**src/rtl/sead_pkg.sv**
```systemverilog
// shared constants, register map and configuration type of the angle command deframer
`timescale 1ns / 1ps

package sead_pkg;

  // geometry
  localparam int unsigned BUFFER_DEPTH_DEF = 64;
  localparam int unsigned CHUNK_MAX        = 20;
  localparam int unsigned BYTE_W           = 8;
  localparam int unsigned LEN_W            = 5;
  localparam int unsigned ANGLE_W          = 10;
  localparam int unsigned FRAME_END_OFS    = 5;

  // register port
  localparam int unsigned PADDR_W = 4;
  localparam int unsigned PDATA_W = 32;

  // register indexes (byte address / 4)
  localparam logic [1:0] REG_START_MARKER = 2'd0;
  localparam logic [1:0] REG_END_MARKER   = 2'd1;
  localparam logic [1:0] REG_MAX_ANGLE    = 2'd2;

  // register reset values
  localparam logic [BYTE_W-1:0]  START_MARKER_RST = 8'h40;
  localparam logic [BYTE_W-1:0]  END_MARKER_RST   = 8'h21;
  localparam logic [ANGLE_W-1:0] MAX_ANGLE_RST    = 10'd180;

  typedef struct packed {
    logic [BYTE_W-1:0]  start_marker;
    logic [BYTE_W-1:0]  end_marker;
    logic [ANGLE_W-1:0] max_angle;
  } cfg_t;

endpackage

```
**src/rtl/sead_if.sv**
```systemverilog
// valid/ready channel interfaces for received bytes and decoded results
`timescale 1ns / 1ps

interface sead_in_if;
  logic       valid;
  logic       ready;
  logic [7:0] rx_byte;
  logic [4:0] chunk_len;
  logic       last_in_chunk;

  modport source (output valid, output rx_byte, output chunk_len, output last_in_chunk,
                  input ready);
  modport sink (input valid, input rx_byte, input chunk_len, input last_in_chunk,
                output ready);
endinterface

interface sead_out_if;
  logic       valid;
  logic       ready;
  logic       frame_taken;
  logic       angle_valid;
  logic [9:0] angle;

  modport source (output valid, output frame_taken, output angle_valid, output angle,
                  input ready);
  modport sink (input valid, input frame_taken, input angle_valid, input angle,
                output ready);
endinterface

```
**src/rtl/sead_byte_store.sv**
```systemverilog
// circular byte store: one write port, one read port with registered read data
`timescale 1ns / 1ps

module sead_byte_store #(
  parameter int unsigned BUFFER_DEPTH = sead_pkg::BUFFER_DEPTH_DEF,
  localparam int unsigned PTR_W = $clog2(BUFFER_DEPTH)
) (
  input  logic                        clk_i,
  input  logic                        wr_en_i,
  input  logic [PTR_W-1:0]            wr_addr_i,
  input  logic [sead_pkg::BYTE_W-1:0] wr_data_i,
  input  logic                        rd_en_i,
  input  logic [PTR_W-1:0]            rd_addr_i,
  output logic [sead_pkg::BYTE_W-1:0] rd_data_o
);

  logic [sead_pkg::BYTE_W-1:0] mem_q [BUFFER_DEPTH];
  logic [sead_pkg::BYTE_W-1:0] rd_data_q;

  // storage and registered read
  always_ff @(posedge clk_i) begin
    if (wr_en_i) begin
      mem_q[wr_addr_i] <= wr_data_i;
    end
    if (rd_en_i) begin
      rd_data_q <= mem_q[rd_addr_i];
    end
  end

  assign rd_data_o = rd_data_q;

endmodule

```
**src/rtl/sead_num_parse.sv**
```systemverilog
// decimal reader for the three frame characters: blanks, optional sign, digits
`timescale 1ns / 1ps

module sead_num_parse (
  input  logic [2:0][sead_pkg::BYTE_W-1:0] chars_i,
  output logic                             ok_o,
  output logic [sead_pkg::ANGLE_W-1:0]     value_o
);

  localparam logic [7:0] CH_TAB   = 8'h09;
  localparam logic [7:0] CH_CR    = 8'h0D;
  localparam logic [7:0] CH_SPACE = 8'h20;
  localparam logic [7:0] CH_PLUS  = 8'h2B;
  localparam logic [7:0] CH_MINUS = 8'h2D;
  localparam logic [7:0] CH_ZERO  = 8'h30;
  localparam logic [7:0] CH_NINE  = 8'h39;

  typedef enum logic [1:0] {
    PH_BLANK,
    PH_NUM,
    PH_STOP
  } phase_e;

  phase_e                       phase;
  logic                         neg;
  logic                         seen;
  logic [sead_pkg::ANGLE_W-1:0] acc;
  logic [7:0]                   c;
  logic                         blank;
  logic                         digit;
  logic                         sign;

  // walk the three characters in order
  always_comb begin
    phase = PH_BLANK;
    neg   = 1'b0;
    seen  = 1'b0;
    acc   = '0;
    c     = '0;
    blank = 1'b0;
    digit = 1'b0;
    sign  = 1'b0;
    for (int k = 0; k < 3; k++) begin
      c     = chars_i[k];
      blank = (c == CH_SPACE) || ((c >= CH_TAB) && (c <= CH_CR));
      digit = (c >= CH_ZERO) && (c <= CH_NINE);
      sign  = (c == CH_PLUS) || (c == CH_MINUS);
      unique case (phase)
        PH_BLANK: begin
          if (blank) begin
            phase = PH_BLANK;
          end else if (sign) begin
            neg   = (c == CH_MINUS);
            phase = PH_NUM;
          end else if (digit) begin
            acc   = sead_pkg::ANGLE_W'(c - CH_ZERO);
            seen  = 1'b1;
            phase = PH_NUM;
          end else begin
            phase = PH_STOP;
          end
        end
        PH_NUM: begin
          if (digit) begin
            acc  = sead_pkg::ANGLE_W'(acc * 4'd10) + sead_pkg::ANGLE_W'(c - CH_ZERO);
            seen = 1'b1;
          end else begin
            phase = PH_STOP;
          end
        end
        PH_STOP: begin
          phase = PH_STOP;
        end
        default: begin
          phase = PH_STOP;
        end
      endcase
    end
  end

  // minus zero still reads as zero
  assign ok_o    = seen && !(neg && (acc != '0));
  assign value_o = acc;

endmodule

```
**src/rtl/sead_seq.sv**
```systemverilog
// sequencer with shared wrap-around address adder, byte store and frame decoding
`timescale 1ns / 1ps

module sead_seq #(
  parameter int unsigned BUFFER_DEPTH = sead_pkg::BUFFER_DEPTH_DEF
) (
  input  logic                         clk_i,
  input  logic                         rst_ni,
  input  sead_pkg::cfg_t               cfg_i,
  input  logic                         in_valid_i,
  output logic                         in_ready_o,
  input  logic [sead_pkg::BYTE_W-1:0]  rx_byte_i,
  input  logic [sead_pkg::LEN_W-1:0]   chunk_len_i,
  input  logic                         last_in_chunk_i,
  output logic                         out_valid_o,
  input  logic                         out_ready_i,
  output logic                         frame_taken_o,
  output logic                         angle_valid_o,
  output logic [sead_pkg::ANGLE_W-1:0] angle_o
);

  localparam int unsigned PTR_W = $clog2(BUFFER_DEPTH);
  localparam int unsigned CNT_W = $clog2(BUFFER_DEPTH + 1);
  localparam int unsigned SUM_W = CNT_W + 1;
  localparam int unsigned OFS_W = 3;

  localparam logic [SUM_W-1:0] DEPTH_S    = SUM_W'(BUFFER_DEPTH);
  localparam logic [SUM_W-1:0] ROOM_LIM   = SUM_W'(BUFFER_DEPTH - 1);
  localparam logic [CNT_W-1:0] DEPTH_C    = CNT_W'(BUFFER_DEPTH);
  localparam logic [CNT_W-1:0] HALF_C     = CNT_W'(BUFFER_DEPTH / 2);
  localparam logic [CNT_W-1:0] END_OFS_C  = CNT_W'(sead_pkg::FRAME_END_OFS);
  localparam logic [CNT_W-1:0] FRAME_LEN  = CNT_W'(sead_pkg::FRAME_END_OFS + 1);
  localparam logic [OFS_W-1:0] END_OFS_O  = OFS_W'(sead_pkg::FRAME_END_OFS);
  localparam logic [OFS_W-1:0] CHAR_LO    = 3'd2;
  localparam logic [OFS_W-1:0] FIRST_OFS  = 3'd1;
  localparam logic [5:0]       CHUNK_LIM  = 6'(sead_pkg::CHUNK_MAX);

  typedef enum logic [3:0] {
    S_IDLE,
    S_ADMIT,
    S_WRITE,
    S_SCAN,
    S_ALIGN,
    S_FRAME,
    S_EVAL,
    S_FINISH,
    S_EMIT
  } state_e;

  state_e                             state_q, state_d;
  logic [PTR_W-1:0]                   head_q, head_d;
  logic [CNT_W-1:0]                   fill_q, fill_d;
  logic                               dropped_q, dropped_d;
  logic                               at_start_q, at_start_d;
  logic [sead_pkg::BYTE_W-1:0]        byte_q, byte_d;
  logic [sead_pkg::LEN_W-1:0]         len_q, len_d;
  logic                               last_q, last_d;
  logic [CNT_W-1:0]                   idx_q, idx_d;
  logic                               rd_pend_q, rd_pend_d;
  logic [CNT_W-1:0]                   rd_idx_q, rd_idx_d;
  logic [OFS_W-1:0]                   off_q, off_d;
  logic [OFS_W-1:0]                   rd_off_q, rd_off_d;
  logic                               end_hit_q, end_hit_d;
  logic                               end5_q, end5_d;
  logic [2:0][sead_pkg::BYTE_W-1:0]   ch_q, ch_d;
  logic                               frame_q, frame_d;
  logic                               pr_ok_q, pr_ok_d;
  logic [sead_pkg::ANGLE_W-1:0]       pr_val_q, pr_val_d;
  logic                               res_frame_q, res_frame_d;
  logic                               res_valid_q, res_valid_d;
  logic [sead_pkg::ANGLE_W-1:0]       res_angle_q, res_angle_d;
  logic                               out_valid_q, out_valid_d;
  logic                               out_frame_q, out_frame_d;
  logic                               out_avalid_q, out_avalid_d;
  logic [sead_pkg::ANGLE_W-1:0]       out_angle_q, out_angle_d;

  logic [CNT_W-1:0]                   add_b;
  logic [SUM_W-1:0]                   add_sum;
  logic [PTR_W-1:0]                   add_wrap;
  logic                               mem_wr_en;
  logic                               mem_rd_en;
  logic [sead_pkg::BYTE_W-1:0]        rd_data;
  logic                               hit_start;
  logic                               hit_end;
  logic                               room_short;
  logic                               len_over;
  logic [CNT_W-1:0]                   fill_align;
  logic                               pr_ok;
  logic [sead_pkg::ANGLE_W-1:0]       pr_val;

  // shared adder operand: what is added to the head pointer in each step
  always_comb begin
    unique case (state_q)
      S_ADMIT:  add_b = fill_q >> 1;
      S_WRITE:  add_b = fill_q;
      S_SCAN:   add_b = idx_q;
      S_ALIGN:  add_b = idx_q;
      S_FRAME:  add_b = CNT_W'(off_q);
      S_FINISH: add_b = END_OFS_C;
      default:  add_b = '0;
    endcase
  end

  // shared wrap-around adder, both operands below the depth or equal to it
  assign add_sum  = SUM_W'(head_q) + SUM_W'(add_b);
  assign add_wrap = (add_sum >= DEPTH_S) ? PTR_W'(add_sum - DEPTH_S) : PTR_W'(add_sum);

  sead_byte_store #(
    .BUFFER_DEPTH (BUFFER_DEPTH)
  ) u_store (
    .clk_i     (clk_i),
    .wr_en_i   (mem_wr_en),
    .wr_addr_i (add_wrap),
    .wr_data_i (byte_q),
    .rd_en_i   (mem_rd_en),
    .rd_addr_i (add_wrap),
    .rd_data_o (rd_data)
  );

  sead_num_parse u_parse (
    .chars_i (ch_q),
    .ok_o    (pr_ok),
    .value_o (pr_val)
  );

  assign hit_start  = (rd_data == cfg_i.start_marker);
  assign hit_end    = (rd_data == cfg_i.end_marker);
  assign len_over   = ({1'b0, len_q} > CHUNK_LIM);
  assign room_short = (SUM_W'(fill_q) + SUM_W'(len_q)) >= ROOM_LIM;
  assign fill_align = fill_q - idx_q;

  // next-state logic
  always_comb begin
    state_d      = state_q;
    head_d       = head_q;
    fill_d       = fill_q;
    dropped_d    = dropped_q;
    at_start_d   = at_start_q;
    byte_d       = byte_q;
    len_d        = len_q;
    last_d       = last_q;
    idx_d        = idx_q;
    rd_pend_d    = 1'b0;
    rd_idx_d     = rd_idx_q;
    off_d        = off_q;
    rd_off_d     = rd_off_q;
    end_hit_d    = end_hit_q;
    end5_d       = end5_q;
    ch_d         = ch_q;
    frame_d      = frame_q;
    pr_ok_d      = pr_ok_q;
    pr_val_d     = pr_val_q;
    res_frame_d  = res_frame_q;
    res_valid_d  = res_valid_q;
    res_angle_d  = res_angle_q;
    out_valid_d  = out_valid_q && !out_ready_i;
    out_frame_d  = out_frame_q;
    out_avalid_d = out_avalid_q;
    out_angle_d  = out_angle_q;
    mem_wr_en    = 1'b0;
    mem_rd_en    = 1'b0;
    in_ready_o   = 1'b0;

    unique case (state_q)
      // wait for a byte
      S_IDLE: begin
        in_ready_o = 1'b1;
        if (in_valid_i) begin
          byte_d  = rx_byte_i;
          len_d   = chunk_len_i;
          last_d  = last_in_chunk_i;
          state_d = S_ADMIT;
        end
      end

      // chunk admission on its first byte; a chunk that does not fit halves the store
      S_ADMIT: begin
        if (at_start_q) begin
          if (len_over) begin
            dropped_d = 1'b1;
          end else if (room_short) begin
            dropped_d = 1'b1;
            head_d    = add_wrap;
            fill_d    = fill_q - (fill_q >> 1);
          end else begin
            dropped_d = 1'b0;
          end
        end
        at_start_d = last_q;
        state_d    = S_WRITE;
      end

      // append the byte behind the held ones
      S_WRITE: begin
        if (!dropped_q && (fill_q < DEPTH_C)) begin
          mem_wr_en = 1'b1;
          fill_d    = fill_q + 1'b1;
        end
        if (!last_q) begin
          state_d = S_IDLE;
        end else begin
          dropped_d   = 1'b0;
          res_frame_d = 1'b0;
          res_valid_d = 1'b0;
          res_angle_d = '0;
          idx_d       = '0;
          state_d     = dropped_q ? S_EMIT : S_SCAN;
        end
      end

      // look for the first start marker, one read issued per cycle
      S_SCAN: begin
        if (rd_pend_q && hit_start) begin
          idx_d   = rd_idx_q;
          state_d = S_ALIGN;
        end else if (idx_q >= fill_q) begin
          if (fill_q > HALF_C) begin
            fill_d = '0;
          end
          state_d = S_EMIT;
        end else begin
          mem_rd_en = 1'b1;
          rd_pend_d = 1'b1;
          rd_idx_d  = idx_q;
          idx_d     = idx_q + 1'b1;
        end
      end

      // drop the bytes in front of the start marker
      S_ALIGN: begin
        head_d    = add_wrap;
        fill_d    = fill_align;
        off_d     = FIRST_OFS;
        end_hit_d = (cfg_i.start_marker == cfg_i.end_marker);
        end5_d    = 1'b0;
        state_d   = (fill_align < FRAME_LEN) ? S_EMIT : S_FRAME;
      end

      // fetch offsets one to five behind the start marker
      S_FRAME: begin
        if (rd_pend_q) begin
          if (rd_off_q == END_OFS_O) begin
            end5_d  = hit_end;
            state_d = S_EVAL;
          end else begin
            end_hit_d = end_hit_q || hit_end;
            if (rd_off_q >= CHAR_LO) begin
              ch_d[2'(rd_off_q - CHAR_LO)] = rd_data;
            end
          end
        end
        if (off_q <= END_OFS_O) begin
          mem_rd_en = 1'b1;
          rd_pend_d = 1'b1;
          rd_off_d  = off_q;
          off_d     = off_q + 1'b1;
        end
      end

      // frame check and number decode
      S_EVAL: begin
        frame_d  = !end_hit_q && end5_q;
        pr_ok_d  = pr_ok;
        pr_val_d = pr_val;
        state_d  = S_FINISH;
      end

      // range check and consume up to the end marker
      S_FINISH: begin
        if (frame_q) begin
          res_frame_d = 1'b1;
          if (pr_ok_q && (pr_val_q <= cfg_i.max_angle)) begin
            res_valid_d = 1'b1;
            res_angle_d = pr_val_q;
          end
          head_d = add_wrap;
          fill_d = fill_q - END_OFS_C;
        end
        state_d = S_EMIT;
      end

      // hand the result to the output register once it is free
      S_EMIT: begin
        if (!out_valid_q || out_ready_i) begin
          out_valid_d  = 1'b1;
          out_frame_d  = res_frame_q;
          out_avalid_d = res_valid_q;
          out_angle_d  = res_angle_q;
          state_d      = S_IDLE;
        end
      end

      default: begin
        state_d = S_IDLE;
      end
    endcase
  end

  // state and registered outputs
  always_ff @(posedge clk_i or negedge rst_ni) begin
    if (!rst_ni) begin
      state_q      <= S_IDLE;
      head_q       <= '0;
      fill_q       <= '0;
      dropped_q    <= 1'b0;
      at_start_q   <= 1'b1;
      byte_q       <= '0;
      len_q        <= '0;
      last_q       <= 1'b0;
      idx_q        <= '0;
      rd_pend_q    <= 1'b0;
      rd_idx_q     <= '0;
      off_q        <= '0;
      rd_off_q     <= '0;
      end_hit_q    <= 1'b0;
      end5_q       <= 1'b0;
      ch_q         <= '0;
      frame_q      <= 1'b0;
      pr_ok_q      <= 1'b0;
      pr_val_q     <= '0;
      res_frame_q  <= 1'b0;
      res_valid_q  <= 1'b0;
      res_angle_q  <= '0;
      out_valid_q  <= 1'b0;
      out_frame_q  <= 1'b0;
      out_avalid_q <= 1'b0;
      out_angle_q  <= '0;
    end else begin
      state_q      <= state_d;
      head_q       <= head_d;
      fill_q       <= fill_d;
      dropped_q    <= dropped_d;
      at_start_q   <= at_start_d;
      byte_q       <= byte_d;
      len_q        <= len_d;
      last_q       <= last_d;
      idx_q        <= idx_d;
      rd_pend_q    <= rd_pend_d;
      rd_idx_q     <= rd_idx_d;
      off_q        <= off_d;
      rd_off_q     <= rd_off_d;
      end_hit_q    <= end_hit_d;
      end5_q       <= end5_d;
      ch_q         <= ch_d;
      frame_q      <= frame_d;
      pr_ok_q      <= pr_ok_d;
      pr_val_q     <= pr_val_d;
      res_frame_q  <= res_frame_d;
      res_valid_q  <= res_valid_d;
      res_angle_q  <= res_angle_d;
      out_valid_q  <= out_valid_d;
      out_frame_q  <= out_frame_d;
      out_avalid_q <= out_avalid_d;
      out_angle_q  <= out_angle_d;
    end
  end

  assign out_valid_o   = out_valid_q;
  assign frame_taken_o = out_frame_q;
  assign angle_valid_o = out_avalid_q;
  assign angle_o       = out_angle_q;

endmodule

```
**src/rtl/stx_etx_angle_command_deframer.sv**
```systemverilog
// A byte that does not close its chunk holds the input through the admit and write states.
// For a closing byte the search for the start marker follows, reading the byte store one
// byte a cycle; five reads then fetch the frame, followed by evaluate, finish and emit.
// A dropped chunk goes straight to emit. The search covers the held bytes, 64 at most.
// Throughput: one byte at a time; the result waits in an output register.
// Reset: asynchronous, active low; clears pointers, fill count and flags and loads
// the register defaults; store contents stay undefined and are never cleared.
`timescale 1ns / 1ps

module stx_etx_angle_command_deframer #(
  parameter int unsigned BUFFER_DEPTH = sead_pkg::BUFFER_DEPTH_DEF
) (
  input  logic                          clk_i,
  input  logic                          rst_ni,
  sead_in_if.sink                       in_i,
  sead_out_if.source                    out_o,
  input  logic                          psel,
  input  logic                          penable,
  input  logic                          pwrite,
  input  logic [sead_pkg::PADDR_W-1:0]  paddr,
  input  logic [sead_pkg::PDATA_W-1:0]  pwdata,
  output logic [sead_pkg::PDATA_W-1:0]  prdata,
  output logic                          pready
);

  sead_pkg::cfg_t cfg_q;
  logic           cfg_wr;
  logic [1:0]     reg_idx;

  assign pready  = 1'b1;
  assign cfg_wr  = psel && penable && pwrite;
  assign reg_idx = paddr[sead_pkg::PADDR_W-1:2];

  // configuration registers
  always_ff @(posedge clk_i or negedge rst_ni) begin
    if (!rst_ni) begin
      cfg_q.start_marker <= sead_pkg::START_MARKER_RST;
      cfg_q.end_marker   <= sead_pkg::END_MARKER_RST;
      cfg_q.max_angle    <= sead_pkg::MAX_ANGLE_RST;
    end else if (cfg_wr) begin
      unique case (reg_idx)
        sead_pkg::REG_START_MARKER: cfg_q.start_marker <= pwdata[sead_pkg::BYTE_W-1:0];
        sead_pkg::REG_END_MARKER:   cfg_q.end_marker   <= pwdata[sead_pkg::BYTE_W-1:0];
        sead_pkg::REG_MAX_ANGLE:    cfg_q.max_angle    <= pwdata[sead_pkg::ANGLE_W-1:0];
        default: ;
      endcase
    end
  end

  // register read-back
  always_comb begin
    unique case (reg_idx)
      sead_pkg::REG_START_MARKER: prdata = sead_pkg::PDATA_W'(cfg_q.start_marker);
      sead_pkg::REG_END_MARKER:   prdata = sead_pkg::PDATA_W'(cfg_q.end_marker);
      sead_pkg::REG_MAX_ANGLE:    prdata = sead_pkg::PDATA_W'(cfg_q.max_angle);
      default:                    prdata = '0;
    endcase
  end

  // byte sequencer and frame decoder
  sead_seq #(
    .BUFFER_DEPTH (BUFFER_DEPTH)
  ) u_seq (
    .clk_i           (clk_i),
    .rst_ni          (rst_ni),
    .cfg_i           (cfg_q),
    .in_valid_i      (in_i.valid),
    .in_ready_o      (in_i.ready),
    .rx_byte_i       (in_i.rx_byte),
    .chunk_len_i     (in_i.chunk_len),
    .last_in_chunk_i (in_i.last_in_chunk),
    .out_valid_o     (out_o.valid),
    .out_ready_i     (out_o.ready),
    .frame_taken_o   (out_o.frame_taken),
    .angle_valid_o   (out_o.angle_valid),
    .angle_o         (out_o.angle)
  );

`ifndef SYNTHESIS
  // the block is busy in the cycle after every input transfer
  assert property (@(posedge clk_i) disable iff (!rst_ni)
    in_i.valid && in_i.ready |=> !in_i.ready)
    else $error("input still ready right after a transfer");

  // a new result only appears after a busy cycle
  assert property (@(posedge clk_i) disable iff (!rst_ni)
    $rose(out_o.valid) |-> $past(!in_i.ready))
    else $error("result raised while the block was idle");

  // a byte that does not close its chunk yields no result
  assert property (@(posedge clk_i) disable iff (!rst_ni)
    in_i.valid && in_i.ready && !in_i.last_in_chunk
      |=> !$rose(out_o.valid) ##1 !$rose(out_o.valid) ##1 !$rose(out_o.valid))
    else $error("result raised for a byte inside a chunk");
`endif

endmodule
```
**src/flat_wrapper.sv**
```systemverilog
// flat-port wrapper written by rule: the top's interface ports become plain ports
module stx_etx_angle_command_deframer_flat 
#(
  parameter int unsigned BUFFER_DEPTH = sead_pkg::BUFFER_DEPTH_DEF
)
  (clk_i, rst_ni, psel, penable, pwrite, paddr, pwdata, prdata, pready, in_i_valid, in_i_rx_byte, in_i_chunk_len, in_i_last_in_chunk, in_i_ready, out_o_valid, out_o_frame_taken, out_o_angle_valid, out_o_angle, out_o_ready);
  sead_in_if in_i_i ();
  sead_out_if out_o_i ();
  input  logic clk_i;
  input  logic rst_ni;
  input  logic psel;
  input  logic penable;
  input  logic pwrite;
  input  logic [sead_pkg::PADDR_W-1:0] paddr;
  input  logic [sead_pkg::PDATA_W-1:0] pwdata;
  output logic [sead_pkg::PDATA_W-1:0] prdata;
  output logic pready;
  input wire logic [$bits(in_i_i.valid)-1:0] in_i_valid;
  input wire logic [$bits(in_i_i.rx_byte)-1:0] in_i_rx_byte;
  input wire logic [$bits(in_i_i.chunk_len)-1:0] in_i_chunk_len;
  input wire logic [$bits(in_i_i.last_in_chunk)-1:0] in_i_last_in_chunk;
  output wire logic [$bits(in_i_i.ready)-1:0] in_i_ready;
  output wire logic [$bits(out_o_i.valid)-1:0] out_o_valid;
  output wire logic [$bits(out_o_i.frame_taken)-1:0] out_o_frame_taken;
  output wire logic [$bits(out_o_i.angle_valid)-1:0] out_o_angle_valid;
  output wire logic [$bits(out_o_i.angle)-1:0] out_o_angle;
  input wire logic [$bits(out_o_i.ready)-1:0] out_o_ready;
  assign in_i_i.valid = in_i_valid;
  assign in_i_i.rx_byte = in_i_rx_byte;
  assign in_i_i.chunk_len = in_i_chunk_len;
  assign in_i_i.last_in_chunk = in_i_last_in_chunk;
  assign in_i_ready = in_i_i.ready;
  assign out_o_valid = out_o_i.valid;
  assign out_o_frame_taken = out_o_i.frame_taken;
  assign out_o_angle_valid = out_o_i.angle_valid;
  assign out_o_angle = out_o_i.angle;
  assign out_o_i.ready = out_o_ready;
  stx_etx_angle_command_deframer #(.BUFFER_DEPTH(BUFFER_DEPTH)) u_core (.clk_i(clk_i), .rst_ni(rst_ni), .in_i(in_i_i), .out_o(out_o_i), .psel(psel), .penable(penable), .pwrite(pwrite), .paddr(paddr), .pwdata(pwdata), .prdata(prdata), .pready(pready));
endmodule
```
**config.mk**
```make
export PLATFORM = sky130hd
export DESIGN_NAME = stx_etx_angle_command_deframer_flat
export DESIGN_NICKNAME = d
export VERILOG_FILES = /design/src/rtl/sead_pkg.sv /design/src/rtl/sead_if.sv /design/src/rtl/sead_byte_store.sv /design/src/rtl/sead_num_parse.sv /design/src/rtl/sead_seq.sv /design/src/rtl/stx_etx_angle_command_deframer.sv /design/src/flat_wrapper.sv
export SDC_FILE = /design/constraint.sdc
export NUM_CORES = 1
export LEC_CHECK = 0
export ABC_CLOCK_PERIOD_IN_PS = 10400
export BUFFER_PORTS_ARGS = -buffer_cell sky130_fd_sc_hd__buf_2
export CORE_UTILIZATION = 50
export CTS_CLUSTER_SIZE = 20
export DETAILED_ROUTE_END_ITERATION = 10
export GPL_TIMING_DRIVEN = 0
export PLACE_DENSITY_LB_ADDON = 0.12
export SETUP_SLACK_MARGIN = 0.02
export SLEW_MARGIN = 20
export SYNTH_ARGS = -nofsm -noshare
export SYNTH_HDL_FRONTEND = slang
export SYNTH_SLANG_ARGS = --single-unit
```
**constraint.sdc**
```tcl
create_clock -name clk_i -period 10.4 [get_ports clk_i]
set_clock_uncertainty 0.15 [all_clocks]
set_input_delay 0 -clock clk_i [delete_from_list [all_inputs] [get_ports clk_i]]
set_output_delay 0 -clock clk_i [all_outputs]
set_load 0.1 [all_outputs]
```
== Yosys cells after proc, flatten, opt, wreduce, memory -nomap -nowiden ==
Memory sizes are Yosys's and may differ from the RTL's. A register that Yosys moved wholly into a read port is not among the register bits.
Cells that the tools add are included.

* Flip-flop bits (word level): 143
* Bits in latches: 0
* Bits in writable memories: 512
* Bits in read-only memories: 0
* Input bits: 57
* Output and inout port bits: 47
* Logic and storage cells: 285
* Memories kept: 1

* $add $sub $neg: 15
* $mul: 2
* Divide/modulo/power cells: 0
* Magnitude comparators: 24
* Equality and inequality tests: 43
* Shift-type cells: 0
* Muxes and demuxes: 107
* Bitwise logic cells: 3
* Reductions and logical operators: 59

{| class="wikitable"
|+ Memory list
! memory !! words !! bits a word !! rd ports !! clocked after memory_dff !! wr ports !! RTL line !! source
|-
| u_core.u_seq.u_store.mem_q || 64 || 8 || 1 || 1 || 1 || sead_byte_store.sv:17 || <nowiki>logic [sead_pkg::BYTE_W-1:0] mem_q [BUFFER_DEPTH];</nowiki>
|}

{| class="wikitable"
|+ Operator list
! cell !! number
|-
| 10-bit 2-to-1 mux || 14
|-
| 7-bit 2-to-1 mux || 11
|-
| 8-bit by 6-bit equality test with 1-bit output (second input constant) || 9
|-
| 7-bit one-hot mux with 5 select lines || 2
|-
| 10-bit one-hot mux with 2 select lines || 3
|-
| 1-bit 2-to-1 mux || 38
|-
| 4-bit 2-to-1 mux || 9
|-
| 4-bit one-hot mux with 9 select lines || 1
|-
| 8-bit by 6-bit greater-or-equal comparator with 1-bit output (second input constant) || 4
|-
| 2-bit != test (second input constant) || 16
|-
| 6-bit 2-to-1 mux || 5
|-
| 10-bit one-hot mux with 3 select lines || 1
|-
| 8-bit by 6-bit subtractor with 9-bit output (second input constant) || 3
|-
| 24-bit bitwise mux || 1
|-
| 8-bit equality test || 3
|-
| 8-bit by 4-bit greater-or-equal comparator with 1-bit output (second input constant) || 3
|-
| 8-bit by 4-bit <= comparator with 1-bit output (second input constant) || 3
|-
| 8-bit by 6-bit <= comparator with 1-bit output (second input constant) || 3
|-
| 10-bit adder || 2
|-
| 10-bit by 3-bit multiplier with 9-bit output (second input constant) || 2
|-
| 6-bit one-hot mux with 3 select lines || 1
|-
| 3-bit AND reduction || 6
|-
| 8-bit demux with 2-bit select || 1
|-
| 4-bit by 3-bit equality test with 1-bit output (second input constant) || 4
|-
| 49 further kinds || 108
|}

== Longest topological paths before layout ==
Gate-level depths: netlist (run 1).

* Depth after elaboration: 17
* Depth in mapped cells: 30
* Mapped depth without buffers: 30

== Modules after synthesis ==
From an unflattened synthesis (run 1), not the netlist that was laid out.

* Cells, all modules: 2036
* Area, all modules: 30808.3 um2

{| class="wikitable"
|+ By module, submodules not included
! module !! instances !! cells an instance !! area an instance (um2) !! seq. area each (um2)
|-
| sead_byte_store || 1 || 972 || 20270.7 || 15615.0
|-
| sead_seq || 1 || 629 || 6697.7 || 2929.1
|-
| sead_num_parse || 1 || 322 || 2436.1 || 0.0
|-
| stx_etx_angle_command_deframer || 1 || 113 || 1403.8 || 659.4
|}

== Worst setup path after synthesis (run 1) ==
Ideal clock, no wire load.

* Path type: reg2reg
* From: register u_core.u_seq.ch_q[4] (netlist bit)
* To: register u_core.u_seq.pr_ok_q
* Setup time: 0.110 ns
* Arrival: 6.060 ns
* Required time: 10.140 ns
* Setup slack: 4.080 ns
* Stages on the path, launching flop included: 28
* Path buffers: 0
* Period minus slack after synthesis: 6.320 ns
* Cell sequence: dfrtp_1 -> ha_1 -> or4b_1 -> a211oi_2 -> and4_1 -> and2_1 -> ha_1 -> ha_1 -> inv_1 -> fa_1 -> inv_1 -> ha_1 -> o211a_1 -> o32ai_1 -> a22oi_2 -> inv_1 -> ha_1 -> ha_1 -> xnor2_1 -> ha_1 -> o21a_1 -> o31ai_1 -> a21oi_1 -> xnor2_1 -> xnor2_2 -> xnor2_1 -> a221oi_2 -> o41ai_1

* Word-level cells in the longest chain between the ends: 17
* Elaborated cells between the ends (all ways): 61
* Classes of those cells: 3 x add/sub; 2 x mul; 4 x order compare; 5 x eq/ne; 37 x mux; 10 x reduce/logical

{| class="wikitable"
|+ Ends and longest elaborated chain
! what !! RTL line !! source
|-
| from (decl) || sead_seq.sv:65 || <nowiki>logic [2:0][sead_pkg::BYTE_W-1:0] ch_q, ch_d;</nowiki>
|-
| from (signal assigned) || sead_seq.sv:344 || <nowiki>ch_q <= ch_d;</nowiki>
|-
| 8-bit by 6-bit greater-or-equal comparator with 1-bit output or 8-bit by 6-bit <= comparator with 1-bit output (tied branches) || sead_num_parse.sv:46 || <nowiki>digit = (c >= CH_ZERO) && (c <= CH_NINE);</nowiki>
|-
| 1-bit logical AND || sead_num_parse.sv:46 ||
|-
| 10-bit 2-to-1 mux || sead_num_parse.sv:55 || <nowiki>end else if (digit) begin</nowiki>
|-
| 10-bit 2-to-1 mux || sead_num_parse.sv:52 || <nowiki>end else if (sign) begin</nowiki>
|-
| 10-bit 2-to-1 mux || sead_num_parse.sv:50 || <nowiki>if (blank) begin</nowiki>
|-
| 10-bit by 3-bit multiplier with 9-bit output or 10-bit 2-to-1 mux (tied branches) || sead_num_parse.sv:65, sead_num_parse.sv:55 ||
|-
| 10-bit adder or 10-bit 2-to-1 mux (tied branches) || sead_num_parse.sv:65, sead_num_parse.sv:52 ||
|-
| 10-bit 2-to-1 mux, on equally long branches || sead_num_parse.sv:64, sead_num_parse.sv:50 ||
|-
| 10-bit one-hot mux with 2 select lines || sead_num_parse.sv:48 || <nowiki>unique case (phase)</nowiki>
|-
| 10-bit by 3-bit multiplier with 9-bit output or 10-bit 2-to-1 mux (tied branches) || sead_num_parse.sv:65, sead_num_parse.sv:55 ||
|-
| 10-bit adder or 10-bit 2-to-1 mux (tied branches) || sead_num_parse.sv:65, sead_num_parse.sv:52 ||
|-
| 10-bit 2-to-1 mux, on equally long branches || sead_num_parse.sv:64, sead_num_parse.sv:50 ||
|-
| 10-bit one-hot mux with 2 select lines || sead_num_parse.sv:48 ||
|-
| 10-bit nonzero test || sead_num_parse.sv:82 || <nowiki>assign ok_o = seen && !(neg && (acc != '0));</nowiki>
|-
| 1-bit logical AND || sead_num_parse.sv:82 ||
|-
| 1-bit logical NOT || sead_num_parse.sv:82 ||
|-
| 1-bit logical AND * || sead_num_parse.sv:82 ||
|-
| to (signal assigned) || sead_seq.sv:346 || <nowiki>pr_ok_q <= pr_ok_d;</nowiki>
|-
| to (decl) || sead_seq.sv:67 || <nowiki>logic pr_ok_q, pr_ok_d;</nowiki>
|}

Every way passes the cells marked *; elsewhere a longest branch is shown, timed or not.
A chain may end at the register's enable or synchronous reset.

== Worst setup path in the final report (run 1) ==
* From: register u_core.u_seq.state_q[3]
* To: memory u_core.u_seq.u_store.mem_q[7][3] (netlist bit) (enable)

* Word-level cells in the longest chain between the ends: 6
* Elaborated cells between the ends (all ways): 15
* Classes of those cells: 2 x add/sub; 1 x order compare; 6 x eq/ne; 5 x mux; 1 x reduce/logical

{| class="wikitable"
|+ Ends and longest elaborated chain
! what !! RTL line !! source
|-
| from (decl) || sead_seq.sv:50 || <nowiki>state_e state_q, state_d;</nowiki>
|-
| from (signal assigned) || sead_seq.sv:329 || <nowiki>state_q <= state_d;</nowiki>
|-
| 4-bit by 2-bit equality test with 1-bit output or 4-bit by 3-bit equality test with 1-bit output (tied branches) || sead_seq.sv:93 || <nowiki>unique case (state_q)</nowiki>
|-
| 2-bit OR reduction (no source line) || -- ||
|-
| 7-bit one-hot mux with 5 select lines * || sead_seq.sv:93 ||
|-
| 6-bit by 7-bit adder with 8-bit output * || sead_seq.sv:105 || <nowiki>assign add_sum = SUM_W'(head_q) + SUM_W'(add_b);</nowiki>
|-
| net u_core.u_seq.add_sum[1] || sead_seq.sv:78 || <nowiki>logic [SUM_W-1:0] add_sum;</nowiki>
|-
| 8-bit by 7-bit greater-or-equal comparator with 1-bit output or 6-bit by 1-bit subtractor with 6-bit output (tied branches) || sead_seq.sv:106 || <nowiki>assign add_wrap = (add_sum >= DEPTH_S) ? PTR_W'(add_sum - DEPTH_S) : PTR_W'(add_sum);</nowiki>
|-
| 6-bit 2-to-1 mux * || sead_seq.sv:106 ||
|-
| to (decl) || sead_byte_store.sv:17 ||
|}

The timed path passes the listed nets; every way through them passes the cells marked *.

==> results by group, run 1 <==
Run status
  • Status: finished clean

Logic synthesis
  • Area share of and/or/nand/nor cells after synthesis: 0.0664
  • Register area share after synthesis: 0.659
  • Adder-Cell Fraction of Synth Area: 0.0424
  • Warnings, synthesis: 0
  • Mean post-synth cell area: 14.0 um2
  • Post-synthesis mux area share: 0.0385
  • Synth Register Bits: 663
  • Complex-gate fraction of the synthesized area: 0.144
  • Post-Syn Instances: 2079
  • Post-synth EDFFs: 520
  • Post-synthesis xor/xnor area fraction: 0.0225
  • Netlist cell types: 88
  • Top FF cell, synth: edfxtp_1
  • Largest family of logic cells by synthesized area: compound AO/OA/AOI/OAI gates
  • Asr flop ratio synth: 0.216
  • Synthesized area: 0.0291 mm2

Place
  • Port Buffers: 56
  • Area after DPL: 0.0306 mm2
  • RD Place Congestion: 0.927
  • Setup slack at placement: 2.74 ns
  • DP Wirelength: 56300 um

Drt
  • Routed Antenna Nets: 0
  • Routed WL per cell: 27.7 um
  • Routed WL: 86600 um
  • Vias/cell: 6.32
  • Drt drc: 0
  • Routed vias: 19700
  • DRT Pass-1 Iters: 8
  • DR iter-0 viols: 2277

Finish
  • Share of cells above drive strength 1: 0.143
  • Synth-to-Final Area Change: 15.5%
  • Fin nets: 2451
  • Design Area, Final: 0.0337 mm2

Timing
  • Hold slack: 0.0469 ns
  • Worst Slack Setup Final: 2.61 ns
  • Maximum operating frequency: 0.128 GHz
  • Slew headroom: 0.137
  • Count of final hold-check violations: 0
  • Fin. max-slew vios: 0
  • Setup TNS: 0 ns
  • Setup violators final: 0
  • RSZ-0062 raised after global routing: false
  • Least-Margin Pin Slew: 1.28 ns
  • Min Tclk post-route: 7.79 ns
  • Final period util: 0.749

Clock network
  • Bufs on Longest Clock Path: 3
  • TritonCTS clock tree: built
  • Post-CTS Setup Bufs: 0
  • Post-cts resize count: 0
  • Clk root buf: clkbuf_16
  • Reg clk slew, reported paths: 0.06 ns
  • Hold buffer count at CTS: 69
  • H-tree depth reported by CTS: 3
  • Total CTS buffers: 68
  • Sink Count: 663
  • Clock latency on the worst-skew pair: 0.63 ns

Die
  • Initial Util: 0.506
  • Die footprint: 0.0592 mm2
  • Cell Rows: 88
  • Floorplan core area: 0.0576 mm2
  • Die width: 243 um
  • Die Span Y: 243 um
  • IO Count: 104

Worst setup path
  • Crit start category: register
  • Worst EP arrival: 7.87 ns
  • WS Path Type: reg -> reg
  • CP max FO: 10
  • Setup crit end kind: register
  • Critical Path RT: 10.48 ns
  • Worst r2r dst: u_core.u_seq.u_store.mem_q[7][3]
  • Reg-to-reg startpoint: u_core.u_seq.state_q[3]
  • R2R depth: 16
  • Setup slack, reg-to-reg: 2.61 ns

Global route
  • Initial antenna violation count: 1
  • Vias in the first global route: 19200
  • Total GRT Usage: 0.293
  • Largest net degree at the start of global routing: 77
  • Overflow after GRT: 0
  • First-pass GRT wire length: 126000 um

Power
  • VDD IR max: 0.444 mV
  • Pwr dens: 345 mW/mm2
  • Leakage: 12.2 nW
  • Power Total: 11.6 mW

Min path
  • WHS Path Cells: 4
  • Hold_sp: paddr[2]
  • HP Class: in -> reg
  • Hold Path End: u_core.cfg_q[4]

Job
  • Max Cap Viol: 0
critical path: stages, from the launching register on:
cell	delay (ns)
dfrtp_1	0.32
buf_2	0.20
nand4bb_1	0.14
clkbuf_1	0.40
nand2_1	0.20
clkbuf_1	0.27
nand2_1	0.13
nand3_1	0.09
ha_1	0.25
fa_1	0.63
nand2_1	0.10
nor2_1	0.13
clkbuf_1	0.93
clkbuf_1	0.92
clkbuf_1	0.88
nand2_1	0.69
nor2_1	0.92
area by class of cell:
class	instances	area, um2
diodes	1	2.50
repair buffers	130	1110
clock inverters	39	470
plain buffers	118	556
well taps	765	957
inverters	59	221
flip-flops and latches	663	19200
clock buffers	87	1860
multi-input cells	1260	9260
fillers	4519	23900
synth_stat cells (61+ instances only):
library cell  number  area share
nor2_1           131       0.017
mux2_2            89       0.034
clkbuf_1          75      0.0097
a22o_1            78       0.023
xnor2_1           61       0.018
ha_1              86       0.037
o21ai_0           72       0.012
dfrtp_1          135        0.12
a221oi_1          62       0.019
nand2_1           97       0.012
a22oi_1          138       0.036
a31oi_1           61       0.013
edfxtp_1         520        0.54
worst max path at each step:
stage	slack (ns)	startpoint	cells after the start	to
after floorplan	4.08	u_core.u_seq.ch_q[4]	27	u_core.u_seq.pr_ok_q
after global placement	2.85	u_core.u_seq.state_q[3]	16	u_core.u_seq.u_store.mem_q[7][6]
after detailed placement	2.74	u_core.u_seq.state_q[3]	16	u_core.u_seq.u_store.mem_q[7][6]
after CTS	2.77	u_core.u_seq.state_q[3]	16	u_core.u_seq.u_store.mem_q[7][3]
after global routing	2.42	u_core.u_seq.state_q[1]	15	u_core.u_seq.u_store.mem_q[7][3]
final	2.61	u_core.u_seq.state_q[3]	16	u_core.u_seq.u_store.mem_q[7][3]
layout by cell type (no fill, tap or decap), types with 58 or more instances in the layout:
master	netlist	routed
nor2_1	131	131
a21oi_1	58	58
a22oi_1	138	138
clkbuf_16	0	71
a22o_1	78	78
a31oi_1	61	61
dfrtp_1	135	127
inv_1	58	58
ha_1	86	86
clkbuf_1	75	87
dlygate4sd3_1	0	68
xnor2_1	61	61
buf_2	13	68
edfxtp_1	520	520
o21ai_0	72	72
mux2_2	89	89
nand2_1	97	97
a221oi_1	62	62
flip-flops by register name, summed over array words and instances, names as in the netlist, 5 cells and up:
name and cells:
u_core.u_seq.len_q 5, u_core.u_seq.u_store.mem_q 512, u_core.u_seq.byte_q 8, u_core.u_seq.head_q 6, u_core.u_seq.idx_q 7, u_core.u_seq.rd_idx_q 7
u_core.u_seq.res_angle_q 10, u_core.u_seq.ch_q 24, u_core.u_seq.u_store.rd_data_o 8, u_core.u_seq.pr_val_q 10, u_core.cfg_q 26, u_core.u_seq.angle_o 10
u_core.u_seq.fill_q 7
per-layer routing:
metal	GRT usage	vias up	wire, um
met4	0.134	0	4080
met5	0	-	0
met3	0.0549	220	7350
met2	0.475	1036	41300
li1	-	8577	-
met1	0.382	9887	33900
cells by family (layout without fill, tap and decap cells):
kind of cell             after synthesis  in the layout
AO/OA/AOI/OAI                        574            574
XOR/XNOR                              74             74
adder cells (fa/ha/maj)               94             94
buffers and inverters                177            433
flip-flops                           663            663
multiplexers                         101            101
other                                  2             24
AND/OR/NAND/NOR                      394            394
per-stage QoR:
stage | cells | util
finish | 3122 | 0.584
global route | 3121 | 0.584
CTS | 3121 | 0.584
detailed placement | 2926 | 0.532
global placement | 2921 | 0.529
floorplan | 2100 | -
power by group:
| group | switching, mW | internal (mW) | total (mW) | leakage (nW) |
|---|---|---|---|---|
| Combinational | 3.75 | 1.54 | 5.29 | 4.55 |
| Sequential | 0.401 | 3.39 | 3.79 | 6.55 |
| Clock | 1.06 | 1.48 | 2.54 | 1.13 |
| Total | 5.20 | 6.42 | 11.6 | 12.2 |
(Power assumes the default switching activity.)
==> run 2, diff against run 1 <==
--- a/config.mk
+++ b/config.mk
@@ -5,7 +5,8 @@
 export SDC_FILE = /design/constraint.sdc
 export NUM_CORES = 1
 export LEC_CHECK = 0
-export ABC_CLOCK_PERIOD_IN_PS = 10400
+export ABC_AREA = 1
+export ABC_CLOCK_PERIOD_IN_PS = 7400
 export BUFFER_PORTS_ARGS = -buffer_cell sky130_fd_sc_hd__buf_2
 export CORE_UTILIZATION = 50
 export CTS_CLUSTER_SIZE = 20
==> constraint.sdc (replaced) <==
create_clock -name clk_i -period 7.4 [get_ports clk_i]
set_clock_uncertainty 0.15 [all_clocks]
set_input_delay 0 -clock clk_i [delete_from_list [all_inputs] [get_ports clk_i]]
set_output_delay 0 -clock clk_i [all_outputs]
set_load 0.1 [all_outputs]
==> results by group, run 2 <==
Logic synthesis
  • Asr flop ratio synth: 0.216 (unchanged)
  • Top cells by area, synth: edfxtp_1 (52%), dfrtp_1 (11%), nand2_1 (6.2%), ha_1 (3.6%), a22oi_1 (3.1%)
  • Most frequent cell after synthesis: edfxtp_1
  • Post-synth EDFFs: 520 (unchanged)
  • Synthesized area: 0.0300 mm2 (+3.1%)
  • Top FF cell, synth: edfxtp_1
  • Mean post-synth cell area: 11.7 um2 (-17%)
  • Register area share after synthesis: 0.639 (-0.0200)
  • Commonest cells post-synth: edfxtp_1 (520), nand2_1 (496), inv_1 (203), nor2_1 (167), o21ai_0 (146)
  • Post-Syn Instances: 2576 (+24%)
  • Yosys top cell by area: edfxtp_1
  • Netlist cell types: 69 (-22%)
  • Synth Register Bits: 663 (unchanged)
  • Yosys top cell area share: 0.520 (-0.0162)
  • Warnings, synthesis: 0 (unchanged)

Drt
  • DRT Pass-1 Iters: 8 (unchanged)
  • Drt drc: 28 (+28)
  • Routed vias: 21600 (+9.6%)
  • Routed WL per cell: 25.5 um (-8.1%)
  • Routed WL: 92300 um (+6.6%)
  • DR iter-0 viols: 2221 (-2.5%)
  • Routed Antenna Nets: 0 (unchanged)
  • Vias/cell: 5.97 (-5.5%)

Timing
  • Final period util: 0.963 (+0.214)
  • Count of final hold-check violations: 0 (unchanged)
  • Fin. max-slew vios: 0 (unchanged)
  • Worst Slack Setup Final: 0.273 ns (-2.34 ns)
  • Setup TNS: 0 ns (unchanged)
  • Hold slack: 0.0449 ns (-0.00201 ns)
  • Setup violators final: 0 (unchanged)
  • Maximum operating frequency: 0.140 GHz (+9.3%)
  • Min Tclk post-route: 7.13 ns (-0.664 ns)
  • Slew headroom: 0.196 (+0.0584)
  • Least-Margin Pin Slew: 1.21 ns (-0.0758 ns)
  • RSZ-0062 raised after global routing: false

Power
  • VDD IR max: 0.291 mV (-34%)
  • Clock network power share: 0.211 (-0.007)
  • Switching part of the total: 0.465 (+0.0171)
  • Power Total: 16.2 mW (+40%)
  • Leakage: 13.4 nW (+9.9%)
  • P_sw: 7.55 mW (+45%)
  • Sequential share of power: 0.329 (+0.003)
  • Combinational Power Share: 0.460 (+0.005)
  • Pwr dens: 471 mW/mm2 (+36%)
  • Cell internal pwr: 8.68 mW (+35%)

Worst setup path
  • Setup slack, reg-to-reg: 0.27 ns (-2.34 ns)
  • CP peak stage delay: 0.96 ns (+0.03 ns)
  • R2R depth: 16 (unchanged)
  • CP max FO: 10 (unchanged)
  • Crit start category: register
  • CP max stage cell: nor2_1
  • Worst r2r dst: u_core.u_seq.u_store.mem_q[26][6]
  • Critical Path RT: 7.49 ns (-2.99 ns)
  • Reg-to-reg startpoint: u_core.u_seq.state_q[1]
  • Worst EP arrival: 7.22 ns (-0.65 ns)
  • WS Path Type: reg -> reg
  • Crit path cell chain: inv_1 -> nor2_1 -> nand2_2 -> inv_1 -> a22oi_1 -> o211ai_1 -> ha_1 -> fa_1 -> xor2_2 -> inv_2 -> nand3_1 -> inv_2 -> buf_2 -> clkbuf_1 -> nand2_1 -> nor2_1
  • Critical path's top delay family: simple AND/OR/NAND/NOR gates
  • CP Depth: 16 (unchanged)
  • Worst path bufs/invs: 6 (unchanged)
  • Setup crit end kind: register

Global route
  • Grt met2 use: 0.498 (+0.0235)
  • Overflow after GRT: 0 (unchanged)
  • First-pass GRT wire length: 135000 um (+6.8%)
  • Initial antenna violation count: 0 (-1)
  • Largest net degree at the start of global routing: 75 (-2.6%)
  • Vias in the first global route: 20900 (+9.0%)
  • Met1 Usage GRT: 0.403 (+0.0204)
  • Met3 usage: 0.0511 (-0.00374)
  • GRT busiest layer: met2
  • Total GRT Usage: 0.306 (+0.0134)

Finish
  • Area of the multi-input gates: 0.00960 mm2 (+3.7%)
  • Max reg flops: 512 (unchanged)
  • Register area: 0.0192 mm2 (unchanged)
  • Share of cells above drive strength 1: 0.126 (-0.0170)
  • Fin nets: 2946 (+20%)
  • Fin util: 0.582 (-0.00251)
  • Largest regs: u_core.u_seq.u_store.mem_q (512), u_core.cfg_q (26), u_core.u_seq.ch_q (24)
  • Synth-to-Final Area Change: 14.7%
  • Commonest cells after routing, fill and taps aside: edfxtp_1 (520), nand2_1 (496), inv_1 (203), nor2_1 (164), o21ai_0 (146)
  • Design Area, Final: 0.0345 mm2 (+2.4%)
  • Commonest non-fill, non-tap cell in the layout: edfxtp_1
  • Fin cells: 3623 (+16%)
  • Reg with most FFs: u_core.u_seq.u_store.mem_q
  • Fillers: 4923 (+8.9%)

Die
  • Die Span Y: 247 um (+1.5%)
  • Die width: 247 um (+1.5%)
  • Die footprint: 0.0611 mm2 (+3.1%)
  • Initial Util: 0.507 (+0.00123)
  • Cell Rows: 89 (+1.1%)
  • IO Count: 104 (unchanged)
  • Floorplan core area: 0.0592 mm2 (+2.9%)

Run status
  • Status: complete, but fails checks
  • Violated checks: design-rule violations

Clock network
  • Total CTS buffers: 71 (+4.4%)
  • H-tree depth reported by CTS: 3 (unchanged)
  • Reg clk slew, reported paths: 0.06 ns (about the same)
  • Bufs on Longest Clock Path: 3 (unchanged)
  • Clk root buf: clkbuf_16
  • Sink Count: 663 (unchanged)
  • Clock latency on the worst-skew pair: 0.63 ns (about the same)
  • TritonCTS clock tree: built

Place
  • Cells after DPL: 3431 (+17%)
  • Setup slack at placement: 0.380 ns (-2.36 ns)
  • Port Buffers: 56 (unchanged)
  • DP Wirelength: 60700 um (+7.7%)
  • Area after DPL: 0.0315 mm2 (+3.0%)
  • RD Place Congestion: 0.936 (+0.98%)

Min path
  • Hold Path End: u_core.u_seq.byte_q[6]
  • WHS Path Cells: 3 (-1)
  • HP Class: in -> reg
  • Hold_sp: in_i_rx_byte[6]

Job
  • Max Cap Viol: 0 (unchanged)
==> run 2: cell count changes after synthesis, moves of 45 or more <==
cell	previous run	this run
inv_1	58	203
nand4_1	16	64
xnor2_1	61	16
mux2_2	89	15
a22o_1	78	30
nand3_1	21	90
o21ai_0	72	146
nand2_1	97	496
==> run 2: metal layers <==
metal | up-vias | routed length, um
met5 | - | 0
met4 | 0 | 4300
met3 | 215 | 7330
met2 | 1070 | 43500
met1 | 10700 | 37200
li1 | 9686 | -
==> run 2: worst max path at each step <==
stage	startpoint	end	slack, ns
floorplan	u_core.u_seq.ch_q[4]	u_core.u_seq.pr_ok_q	1.45
global placement	u_core.u_seq.ch_q[4]	u_core.u_seq.pr_ok_q	0.48
detailed placement	u_core.u_seq.ch_q[4]	u_core.u_seq.pr_ok_q	0.38
CTS	u_core.u_seq.ch_q[4]	u_core.u_seq.pr_val_q[9]	0.31
global route	u_core.u_seq.ch_q[4]	u_core.u_seq.pr_ok_q	0.02
finish	u_core.u_seq.state_q[1]	u_core.u_seq.u_store.mem_q[26][6]	0.27
==> run 2: cells by family after synthesis <==
kind of cell / share of synthesized area
buf+inv: 0.0466
simple gates: 0.138
other cells: 0.000250
fa+ha+maj: 0.0411
compound gates: 0.112
mux: 0.00562
xor+xnor: 0.0166
flops: 0.639
==> run 2: power by group through the flow <==
stage	clock network, mW	logic, mW	registers, mW
6_report	3.42	7.47	5.34
5_1_grt	3.58	7.77	5.38
4_1_cts	3.44	7.28	5.33
3_5_place_dp	0	7.20	5.41
3_3_place_gp	0	6.95	5.52
2_1_floorplan	0	3.97	5.20
==> run 2: worst reg2reg max path, stage by stage, from the launching register on <==
cell and delay [ns]:
dfrtp_1 0.47, inv_1 0.13, nor2_1 0.06, nand2_2 0.21, inv_1 0.21, a22oi_1 0.29, o211ai_1 0.18, ha_1 0.27
fa_1 0.45, xor2_2 0.22, inv_2 0.11, nand3_1 0.45, inv_2 0.45, buf_2 0.49, clkbuf_1 0.88, nand2_1 0.79
nor2_1 0.96
==> run 2: repair_timing <==
action | CTS | global route
hold buffers | 60 | 0
endpoints found under the setup margin | 0 | 2
gates resized for setup | 0 | 9
setup buffers | 0 | 4
hold endpoints to repair | 190 | 0
==> run 2: cell type report <==
cell class / count / share of cell area
buffer: 98 / 0.0150
clock buffer: 93 / 0.0551
multi-input combinational: 1603 / 0.278
timing repair buffer: 125 / 0.0308
clock inverter: 34 / 0.00925
tap: 773 / 0.0281
antenna: 1 / 0.0000726
inverter: 233 / 0.0257
sequential: 663 / 0.558
